===== config.mk =====
export PLATFORM = sky130hd
export DESIGN_NAME = sab_ctrl
export DESIGN_NICKNAME = d
export VERILOG_FILES = /design/src/design/sab_pkg.sv /design/src/design/sab_ctrl.sv
export SDC_FILE = /design/constraint.sdc
export NUM_CORES = 1
export LEC_CHECK = 0
export BUFFER_PORTS_ARGS = -buffer_cell sky130_fd_sc_hd__buf_4
export CAP_MARGIN = 20
export CORE_AREA = 2 2 39 41
export CTS_CLUSTER_SIZE = 10
export DETAILED_ROUTE_END_ITERATION = 10
export DIE_AREA = 0 0 41 43
export SLEW_MARGIN = 20
export SYNTH_ARGS = -nofsm -noshare
export SYNTH_HDL_FRONTEND = slang
export SYNTH_SLANG_ARGS = --single-unit

===== constraint.sdc =====
create_clock -name clk -period 2.2 [get_ports clk]
set_clock_uncertainty 0.1 [all_clocks]
set_input_delay 0.22 -clock clk [delete_from_list [all_inputs] [get_ports clk]]
set_output_delay 0.22 -clock clk [all_outputs]
set_load 0.05 [all_outputs]

===== src/design/sab_pkg.sv =====
`timescale 1ns / 1ps
// ---------------------------------------------------------------------------
// sab_pkg
// Shared constants, command codes and control structs of the suffix
// automaton builder.
// ---------------------------------------------------------------------------
package sab_pkg;

	localparam int MAX_TEXT_DEF = 32767;
	localparam int ALPHABET_DEF = 26;
	localparam int SYM_W        = 5;
	localparam int OUT_W        = 16;

	// datapath commands, one per controller state
	localparam logic [3:0] OP_IDLE   = 4'd0;
	localparam logic [3:0] OP_INIT   = 4'd1;
	localparam logic [3:0] OP_START  = 4'd2;
	localparam logic [3:0] OP_WALK   = 4'd3;
	localparam logic [3:0] OP_QCHK   = 4'd4;
	localparam logic [3:0] OP_CLONE2 = 4'd5;
	localparam logic [3:0] OP_CLONE3 = 4'd6;
	localparam logic [3:0] OP_REDIR  = 4'd7;
	localparam logic [3:0] OP_OUT    = 4'd8;

	typedef struct packed {
		logic [3:0] op;
		logic       accept;
		logic       out_load;
	} sab_cmd_t;

	typedef struct packed {
		logic drop;
		logic walk_empty;
		logic link_zero;
		logic len_ok;
		logic redir_hit;
		logic p_zero;
	} sab_sts_t;

endpackage


===== src/design/sab_ctrl.sv =====
`timescale 1ns / 1ps
// ---------------------------------------------------------------------------
// sab_ctrl
// Sequencer of one append: restart, new state, link walk, clone and
// redirect walk, then hand-off to the output register.
// ---------------------------------------------------------------------------
module sab_ctrl import sab_pkg::*; (
	input  logic     clk,
	input  logic     arst_n,
	input  logic     item_valid,
	output logic     item_ready,
	output logic     result_valid,
	input  logic     result_ready,
	input  sab_sts_t sts,
	output sab_cmd_t cmd
);

	logic [3:0] state_q, state_d;
	logic       out_valid_q;
	logic       out_free;

	assign item_ready   = (state_q == OP_IDLE);
	assign result_valid = out_valid_q;
	assign out_free     = !out_valid_q || result_ready;

	always_comb begin
		cmd.op       = state_q;
		cmd.accept   = item_valid && (state_q == OP_IDLE);
		cmd.out_load = (state_q == OP_OUT) && out_free;
	end

	// next state
	always_comb begin
		state_d = state_q;
		case (state_q)
			OP_IDLE:   if (item_valid) state_d = OP_INIT;
			OP_INIT:   state_d = OP_START;
			OP_START:  state_d = sts.drop ? OP_OUT : OP_WALK;
			OP_WALK: begin
				if (!sts.walk_empty)    state_d = OP_QCHK;
				else if (sts.link_zero) state_d = OP_OUT;
			end
			OP_QCHK:   state_d = sts.len_ok ? OP_OUT : OP_CLONE2;
			OP_CLONE2: state_d = OP_CLONE3;
			OP_CLONE3: state_d = sts.p_zero ? OP_OUT : OP_REDIR;
			OP_REDIR: begin
				if (!sts.redir_hit || sts.link_zero) state_d = OP_OUT;
			end
			OP_OUT:    if (out_free) state_d = OP_IDLE;
			default:   state_d = OP_IDLE;
		endcase
	end

	always_ff @(posedge clk or negedge arst_n) begin
		if (!arst_n) begin
			state_q     <= OP_IDLE;
			out_valid_q <= 1'b0;
		end else begin
			state_q <= state_d;
			if (cmd.out_load)      out_valid_q <= 1'b1;
			else if (result_ready) out_valid_q <= 1'b0;
		end
	end

endmodule


# After elaboration in Yosys (flattened, before gate mapping)
# Index checks and enable logic that the tools add are counted.
word_totals:
  in_bits: 10
  register_bits: 5
op_classes:
  mux: 11
  n_reduce_logical: 9
  eq_ne: 12
op_table:
  columns: ["cell", "count"]
  rows:
  - ["$pmux W4 S9", 1]
  - ["$mux W4", 8]
  - ["$eq A4 B3 Y1 const B", 4]
  - ["$eq A4 B2 Y1 const B", 2]
  - ["$ne A2 B2 Y1 const B", 3]
  - ["$eq A4 B1 Y1 const B", 1]
  - ["$eq A4 B4 Y1 const B", 1]
  - ["$logic_not A4 Y1", 1]
  - ["$reduce_and A4 Y1", 1]
  - ["$ne A3 B3 Y1 const B", 1]
  - ["$logic_and A1 B1 Y1", 2]
  - ["$logic_not A1 Y1", 2]
  - ["$logic_or A1 B1 Y1", 2]
  - ["$mux W1", 2]
  - ["$reduce_bool A2 Y1", 1]

# Logic depth before layout (Yosys ltp)
# Gate-level depths: netlist of run 1.
depth:
  ltp_word: 4
  ltp_mapped: 5

# Worst setup path before layout of run 1
# No wires, ideal clock.
synth_timing:
  path_kind: "register to output"
  from: "reg state_q[0]"
  to: "out cmd[1] in the netlist's numbering"
  n_path_buf: 1
  t_required_ns: 1.880
  t_arrival_ns: 2.359
  path_slack_ns: -0.479
  stages_incl_launch_ff: 4
  cell_sequence: "dfrtp_1 > buf_2 > nor4_2 > and2_1"
synth_rtl:
  columns: ["item", "line_no", "rtl"]
  rows:
  - ["from (decl)", "sab_ctrl.sv:18", "logic [3:0] state_q, state_d;"]
  - ["from (signal assigned)", "sab_ctrl.sv:59", "state_q <= state_d;"]
  - ["to (decl)", "sab_ctrl.sv:15", "output sab_cmd_t cmd"]

==> results_dict.tcl, run 1 <==
set metrics [dict create \
    outcome "finished, final reports clean" \
    coreArea_sq_mm 0.00138 \
    cts_setup_buffers 0 \
    synth-simple-area-share_pct 21.7 \
    cts_sinks 5 \
    worst_slack_ns 0.405 \
    post-route-period-util_pct 81.6 \
    async_flop_share_pct 100 \
    areaGrowthSynthToFinish_pct 41.5 \
    rr_endpoint "state_q[1]" \
    whs_ns 0.111 \
    power_mw 0.878 \
    ys_seq_area_share_pct 31.9 \
    grt_pass1_vias 355 \
    cts_root_buf "clkbuf_4" \
    startpoint_type "flop" \
    syn_area_per_cell_sq_um 8.70 \
    synth_fa_ha_area_share_pct 0 \
    path_clk_slew_ns 0.04 \
    grt_pass1_wl_mm 1.47 \
    io_pins 18 \
    vias_per_cell 4.85 \
    criticalPathCategory "flop to output pin" \
    dieWidth_um 41 \
    cts_tree "done" \
    r2r_start "state_q[2]" \
    dr.pass1.iters 4 \
    maxCapViolations 0 \
    synth_top_area_share_pct 31.9 \
    cts_hold_buf 1 \
    r2r_cells 4 \
    worst_slew_margin_rel_pct 69.7 \
    grt_util_all_layers_pct 12.7 \
    start_util_pct 28.3 \
    final_core_util_pct 40.1 \
    synth_xor_area_share_pct 0 \
    slowest_delay_ns 0.53 \
    required_ns 1.88 \
    slowest_stage "dfrtp_1" \
    cts_made_buffers 3 \
    pre_cts_ws_ns 0.634 \
    cp_max_fo 12 \
    clockBufferDepth 2 \
    cts_resized 0 \
    drc 0 \
    hold-path-endpoint "state_q[0]" \
    timing.critical_path.buf_inv 1 \
    p_leak_nw 0.260 \
    fmax_ghz 0.557 \
    synth_edf_count 0 \
    vdd_drop_max_mv 0.893 \
    grt_start_max_net_pins 13 \
    muxShareOfSynthArea_pct 5.11 \
    synth_compound_area_share_pct 28.1 \
    layout-drive-gt1-share_pct 39.7 \
    ys_types 25 \
    htreeDepth 1 \
    whs_path_depth 2 \
    r2r_slack_ns 0.70 \
    ant_nets 0 \
    worstPathCellList "nor4_4 > and2_4 > buf_4" \
    fp.dieH_um 43 \
    critPathCaptureType "output pin" \
    hold_path.class "input pin to flop" \
    drt_wl_total_um 939 \
    synthCells 45 \
    report.final.setup_viol 0 \
    syn_nets 55 \
    synth_top_family_by_area "compound AO/OA/AOI/OAI gates" \
    grt_overflow 0 \
    ys_ff_latch 5 \
    drt_iter0_drc 5 \
    final.setup.tns_ns 0 \
    min_from "sts[3]" \
    gp_congestion 0.696 \
    dp_hpwl_um 718 \
    wl_per_cell_um 11.9 \
    min_period_ns 1.80 \
    synth_area_sq_um 392 \
    nets 74 \
    portBuffers 17 \
    power_density_mw_per_mm2 1580 \
    synthTopCellsByArea "dfrtp_1 (32%), a21oi_1 (6.4%), buf_6 (5.8%)" \
    rsz0062_at_grt "no" \
    synthTopCellsByCount "a21oi_1 (5), dfrtp_1 (5), inv_1 (5), nor2_1 (3)" \
    finalMaxSlewViolations 0 \
    vias 383 \
    critPathArrivalTime_ns 1.48 \
    antenna_found_initial 0 \
    hold_viol_final 0 \
    synthFlopType "dfrtp_1" \
    die_area_sq_mm 0.00176 \
    rows 14 \
    diodes 0 \
    crit_family "flip-flops" \
    clk_latency_ns 0.25 \
    synth_area_leader_cell "dfrtp_1" \
    synth_warnings 0 \
    tightest_slew_ns 0.454 \
]
-- worst max-delay path by stage --
stage / start / end / slack, ns / cells past startpoint
final: state_q[2] / cmd[1] / 0.40 / 3
after global routing: state_q[2] / cmd[1] / 0.31 / 3
after CTS: state_q[2] / cmd[1] / 0.39 / 3
after detailed placement: state_q[2] / cmd[1] / 0.63 / 3
after global placement: state_q[2] / cmd[1] / 0.66 / 3
after floorplan: state_q[2] / cmd[1] / 0.04 / 3
-- registers in the layout, summed over array words and instances, names as in the netlist --
register,cells
state_q,4
result_valid,1
-- final cells by class --
type	instances	area, sq um
fillers	141	830
multi-input cells	31	226
repair buffers	18	138
flip-flops and latches	5	125
clock buffers	4	26.3
well taps	16	20.0
inverters	5	18.8
-- metrics by stage --
step / area, sq um / cells
after floorplan: 403 / 45
after global placement: 518 / 74
after detailed placement: 518 / 74
after CTS: 554 / 79
after global routing: 554 / 79
final: 554 / 79
-- layer usage --
| layer | global-route usage [%] | part of all wire [%] |
|---|---|---|
| met3 | 7.85 | 7.1 |
| met1 | 16.5 | 45 |
| met4 | 4.00 | 0 |
| met2 | 16.9 | 47 |
| met5 | 0 | 0 |
-- logic make-up after synthesis --
kind of cell	Yosys count
AOI/OAI and AO/OA	15
DFF	5
buffers and inverters	9
muxes	2
and+or+nand+nor	14
-- layout by cell type, fill, tap and decap left out, types with 2 or more instances in the layout --
master,count
clkbuf_4,3
mux2i_1,2
inv_1,5
buf_4,17
dfrtp_1,5
nor2_1,3
nand2_1,2
nand2b_1,2
a21oi_1,5
o21ai_0,2
-- report_power, final --
| part | internal (mW) | switching [mW] |
|---|---|---|
| Clock | 0.0686 | 0.0384 |
| Sequential | 0.128 | 0.102 |
| Combinational | 0.202 | 0.339 |
| Total | 0.398 | 0.480 |
Note: power is estimated with default switching activity, not from simulation.
==> run 2: changes to the inputs <==
==> constraint.sdc (replaced) <==
create_clock -name clk -period 1.85 [get_ports clk]
set_clock_uncertainty 0.1 [all_clocks]
set_input_delay 0.185 -clock clk [delete_from_list [all_inputs] [get_ports clk]]
set_output_delay 0.185 -clock clk [all_outputs]
set_load 0.05 [all_outputs]
==> results_dict.tcl, run 2 (same netlist as run 1, synthesis figures left out) <==
set metrics [dict create \
    p_leak_nw 0.254 \
    p_clk_share_pct 12.4 \
    rows 14 \
    diodes 0 \
    cts_resized 0 \
    grt_overflow 0 \
    antenna_found_initial 0 \
    drc 0 \
    hold-path-endpoint "state_q[0]" \
    instances_no_fill 79 \
    critPathCaptureType "output pin" \
    final_cell_mix "buf_4 (17), inv_1 (5), a21oi_1 (5)" \
    io_pins 18 \
    vias_per_cell 5.16 \
    hold_path.class "input pin to flop" \
    cts_setup_buffers 0 \
    min_from "sts[3]" \
    drt_wl_total_mm 1.00 \
    cts_hold_buf 1 \
    r2r_slack_ns 0.45 \
    cts_made_buffers 3 \
    post-route-period-util_pct 92.5 \
    coreArea_sq_mm 0.00138 \
    report.final.setup_viol 0 \
    startpoint_type "flop" \
    min_period_ns 1.71 \
    fmax_ghz 0.584 \
    portBuffers 17 \
    nets 74 \
    grt_start_max_net_pins 13 \
    ant_nets 0 \
    worstPathCellList "nor4_4 > and2_4 > buf_4" \
    dpl.cell_count 74 \
    r2r_start "state_q[2]" \
    gp_congestion 0.790 \
    whs_path_depth 2 \
    grt_pass1_wl_mm 1.55 \
    vias 408 \
    cp-startpoint "state_q[2]" \
    vdd_drop_max_mv 0.925 \
    drt_iter0_drc 11 \
    hold_viol_final 0 \
    layout-drive-gt1-share_pct 47.6 \
    clk_latency_ns 0.25 \
    worst_slew_margin_rel_pct 76.0 \
    worst_slack_ns 0.139 \
    mostFrequentLayoutCell "buf_4" \
    final_core_util_pct 40.6 \
    maxCapViolations 0 \
    cts_tree "done" \
    rsz0062_at_grt "no" \
    grt_util_all_layers_pct 13.3 \
    switchingPower_mw 0.581 \
    fp.dieH_um 43 \
    cts_root_buf "clkbuf_4" \
    p_int_mw 0.482 \
    path_clk_slew_ns 0.05 \
    power_density_mw_per_mm2 1890 \
    dpl_cell_area_sq_um 526 \
    criticalPathCategory "flop to output pin" \
    required_ns 1.56 \
    die_area_sq_mm 0.00176 \
    cp_max_fo 12 \
    slowest_stage "dfrtp_2" \
    wl_per_cell_um 12.7 \
    rr_endpoint "state_q[1]" \
    fillers 144 \
    critPathArrivalTime_ns 1.43 \
    dieWidth_um 41 \
    slowest_delay_ns 0.50 \
    pre_cts_ws_ns 0.397 \
    fin_area_sq_um 562 \
    power_mw 1.06 \
    tightest_slew_ns 0.351 \
    finalMaxSlewViolations 0 \
    r2r_cells 4 \
    areaGrowthSynthToFinish_pct 43.5 \
    cts_sinks 5 \
    clockBufferDepth 2 \
    regMostFlops "state_q" \
    crit_family "flip-flops" \
    swShare_pct 54.6 \
    dr.pass1.iters 4 \
    timing.critical_path.buf_inv 1 \
    dp_hpwl_um 716 \
    largest_reg_flops 4 \
    htreeDepth 1 \
    outcome "finished, final reports clean" \
    start_util_pct 28.3 \
    seqPwrFrac_pct 27.0 \
    grt_pass1_vias 378 \
    pwr-share-comb_pct 60.6 \
]
-- run 2: cell types whose count changed in the layout (fill, tap and decap cells not counted) --
cell / before / now
nor2_1: 3 / 2
dfrtp_2: 0 / 4
dfrtp_1: 5 / 1
nor2_2: 0 / 1
-- run 2: cell type report --
type | instances | area [sq um] | share of cell area (%)
Tap cell | 16 | 20.0 | 3.56
Multi-Input combinational cell | 31 | 229 | 40.8
Inverter | 5 | 18.8 | 3.34
Timing Repair Buffer | 18 | 138 | 24.5
Clock buffer | 4 | 26.3 | 4.68
Sequential cell | 5 | 130 | 23.2
-- run 2: how the worst max path moves through the flow --
| stage | to | cells after the start | slack [ns] |
|---|---|---|---|
| final | cmd[1] | 3 | 0.14 |
| after CTS | cmd[1] | 3 | 0.12 |
| after global routing | cmd[1] | 3 | 0.08 |
| after detailed placement | cmd[1] | 3 | 0.40 |
| after floorplan | cmd[1] | 3 | -0.18 |
| after global placement | cmd[1] | 3 | 0.42 |
-- run 2: layer usage --
metal	part of all wire (%)	GRT usage (%)	up-vias
met5	0	0	-
met4	1.3	8.00	0
met3	8.2	4.71	2
met2	48	18.4	19
met1	42	16.9	190
li1	-	-	197
-- run 2: power groups by stage --
| stage | Sequential, mW | Clock [mW] | Combinational (mW) |
|---|---|---|---|
| after floorplan | 0.336 | 0 | 0.457 |
| after global placement | 0.283 | 0 | 0.639 |
| after detailed placement | 0.288 | 0 | 0.643 |
| after CTS | 0.287 | 0.135 | 0.649 |
| after global routing | 0.298 | 0.142 | 0.683 |
| final | 0.288 | 0.132 | 0.645 |
-- run 2: metrics by stage --
| step | hold slack (ns) | TNS [ns] |
|---|---|---|
| after floorplan | -0.211 | -0.184 |
| after global placement | -0.113 | 0 |
| after detailed placement | -0.111 | 0 |
| after CTS | 0.0781 | 0 |
| after global routing | 0.0840 | 0 |
| final | 0.0787 | 0 |
==> run 3: changes to the inputs <==
--- a/config.mk
+++ b/config.mk
@@ -7,10 +7,13 @@
 export LEC_CHECK = 0
 export BUFFER_PORTS_ARGS = -buffer_cell sky130_fd_sc_hd__buf_4
 export CAP_MARGIN = 20
-export CORE_AREA = 2 2 39 41
+export CELL_PAD_IN_SITES_DETAIL_PLACEMENT = 1
+export CELL_PAD_IN_SITES_GLOBAL_PLACEMENT = 2
+export CORE_UTILIZATION = 23
+export CTS_CLUSTER_DIAMETER = 60
 export CTS_CLUSTER_SIZE = 10
 export DETAILED_ROUTE_END_ITERATION = 10
-export DIE_AREA = 0 0 41 43
+export PLACE_DENSITY_LB_ADDON = 0.1
 export SLEW_MARGIN = 20
 export SYNTH_ARGS = -nofsm -noshare
 export SYNTH_HDL_FRONTEND = slang
==> results_dict.tcl, run 3 (same netlist as run 1, synthesis figures left out) <==
set metrics [dict create \
    worst_slew_margin_rel_pct 78.4 \
    seqCellArea_sq_um 130 \
    fin_area_sq_um 562 \
    io_pins 18 \
    grt_start_max_net_pins 13 \
    dpl.cell_count 74 \
    timing.critical_path.buf_inv 1 \
    vias_per_cell 5.03 \
    power_density_mw_per_mm2 1900 \
    slowest_delay_ns 0.50 \
    diodes 0 \
    finalMaxSlewViolations 0 \
    min_period_ns 1.71 \
    worstPathCellList "nor4_4 > and2_4 > buf_4" \
    final_cell_mix "buf_4 (17), inv_1 (5), a21oi_1 (5)" \
    dr.pass1.iters 2 \
    startpoint_type "flop" \
    hold_path.class "input pin to flop" \
    cts_root_buf "clkbuf_4" \
    rows 14 \
    p_leak_nw 0.254 \
    clockBufferDepth 2 \
    critPathArrivalTime_ns 1.43 \
    fp.dieH_um 43.3 \
    clk_latency_ns 0.25 \
    areaGrowthSynthToFinish_pct 43.5 \
    dieWidth_um 43.3 \
    hold_viol_final 0 \
    htreeDepth 1 \
    crit_family "flip-flops" \
    layout-drive-gt1-share_pct 47.6 \
    die_area_sq_mm 0.00187 \
    criticalPathCategory "flop to output pin" \
    path_clk_slew_ns 0.05 \
    required_ns 1.56 \
    largest_reg_flops 4 \
    critPathCaptureType "output pin" \
    cp_max_fo 12 \
    report.final.setup_viol 0 \
    vias 397 \
    drt_wl_total_mm 1.05 \
    grt_pass1_wl_mm 1.66 \
    coreArea_sq_mm 0.00154 \
    cts_resized 0 \
    mostFrequentLayoutCell "buf_4" \
    grt_util_all_layers_pct 12.5 \
    post-route-period-util_pct 92.5 \
    whs_ns 0.0631 \
    cts_tree "done" \
    slowest_stage "dfrtp_2" \
    fmax_ghz 0.585 \
    gp_congestion 0.734 \
    maxCapViolations 0 \
    cts_sinks 5 \
    cts_made_buffers 3 \
    nets 74 \
    start_util_pct 25.4 \
    wl_per_cell_um 13.3 \
    instances_no_fill 79 \
    rsz0062_at_grt "no" \
    dpl_cell_area_sq_um 526 \
    drc 0 \
    ant_nets 0 \
    multi_input_area_sq_um 229 \
    outcome "finished, final reports clean" \
    vdd_drop_max_mv 0.729 \
    antenna_found_initial 0 \
    grt_pass1_vias 372 \
    drt_iter0_drc 1 \
    portBuffers 17 \
    fillers 194 \
    tightest_slew_ns 0.316 \
    regMostFlops "state_q" \
    grt_overflow 0 \
]
==> run 3: final timing paths <==
path | from | end | slack, ns | cells past startpoint
worst max-delay path | state_q[2] | cmd[1] | 0.14 | 3
worst min-delay path | sts[3] | state_q[0] | 0.06 | 2
worst max register to register | state_q[2] | state_q[1] | 0.43 | 4
worst min register to register | state_q[3] | state_q[2] | 0.51 | 1
max in group asynchronous | arst_n | state_q[3] | 1.36 | 2
min in group asynchronous | arst_n | state_q[2] | 0.17 | 2
==> run 3: metrics by stage <==
step,worst slack (ns),total power [mW],setup TNS [ns],utilization (%)
2_1_floorplan,-0.184,0.793,-0.184,-
3_3_place_gp,0.381,0.943,0,34.1
3_5_place_dp,0.403,0.935,0,34.1
4_1_cts,0.122,1.08,0,36.4
5_1_grt,0.0520,1.14,0,36.4
6_report,0.140,1.07,0,36.4
==> run 3: per-layer routing <==
layer / share of wire, % / track usage (%) / vias to the layer above / wire, um
met5: 0 / 0 / - / 0
li1: - / - / 199 / -
met2: 45 / 17.3 / 16 / 471
met3: 7.2 / 6.38 / 0 / 75
met1: 48 / 16.1 / 182 / 501
met4: 0 / 5.45 / 0 / 0
==> run 3: area by class of cell <==
type / count / area share [%]
clock buffer: 4 / 4.68
inverter: 5 / 3.34
multi-input combinational: 31 / 40.8
sequential: 5 / 23.2
tap: 16 / 3.56
timing repair buffer: 18 / 24.5
==> run 3: worst register-to-register path, stage by stage, from the launching register on <==
cell and delay [ns]:
dfrtp_2 0.51, nand2b_1 0.17, a21boi_1 0.24, a21oi_1 0.10
nor3_1 0.20
==> run 3: power by group <==
group	leakage, nW	internal, mW	switching [mW]
combinational	0.179	0.241	0.404
sequential	0.0600	0.160	0.129
clock	0.0150	0.0820	0.0525
total	0.254	0.483	0.585
==> run 3: what timing repair did <==
item / 4_1_cts / 5_1_grt
setup buffers: 0 / 0
hold buffers: 1 / 0
hold endpoints to repair: 5 / 0
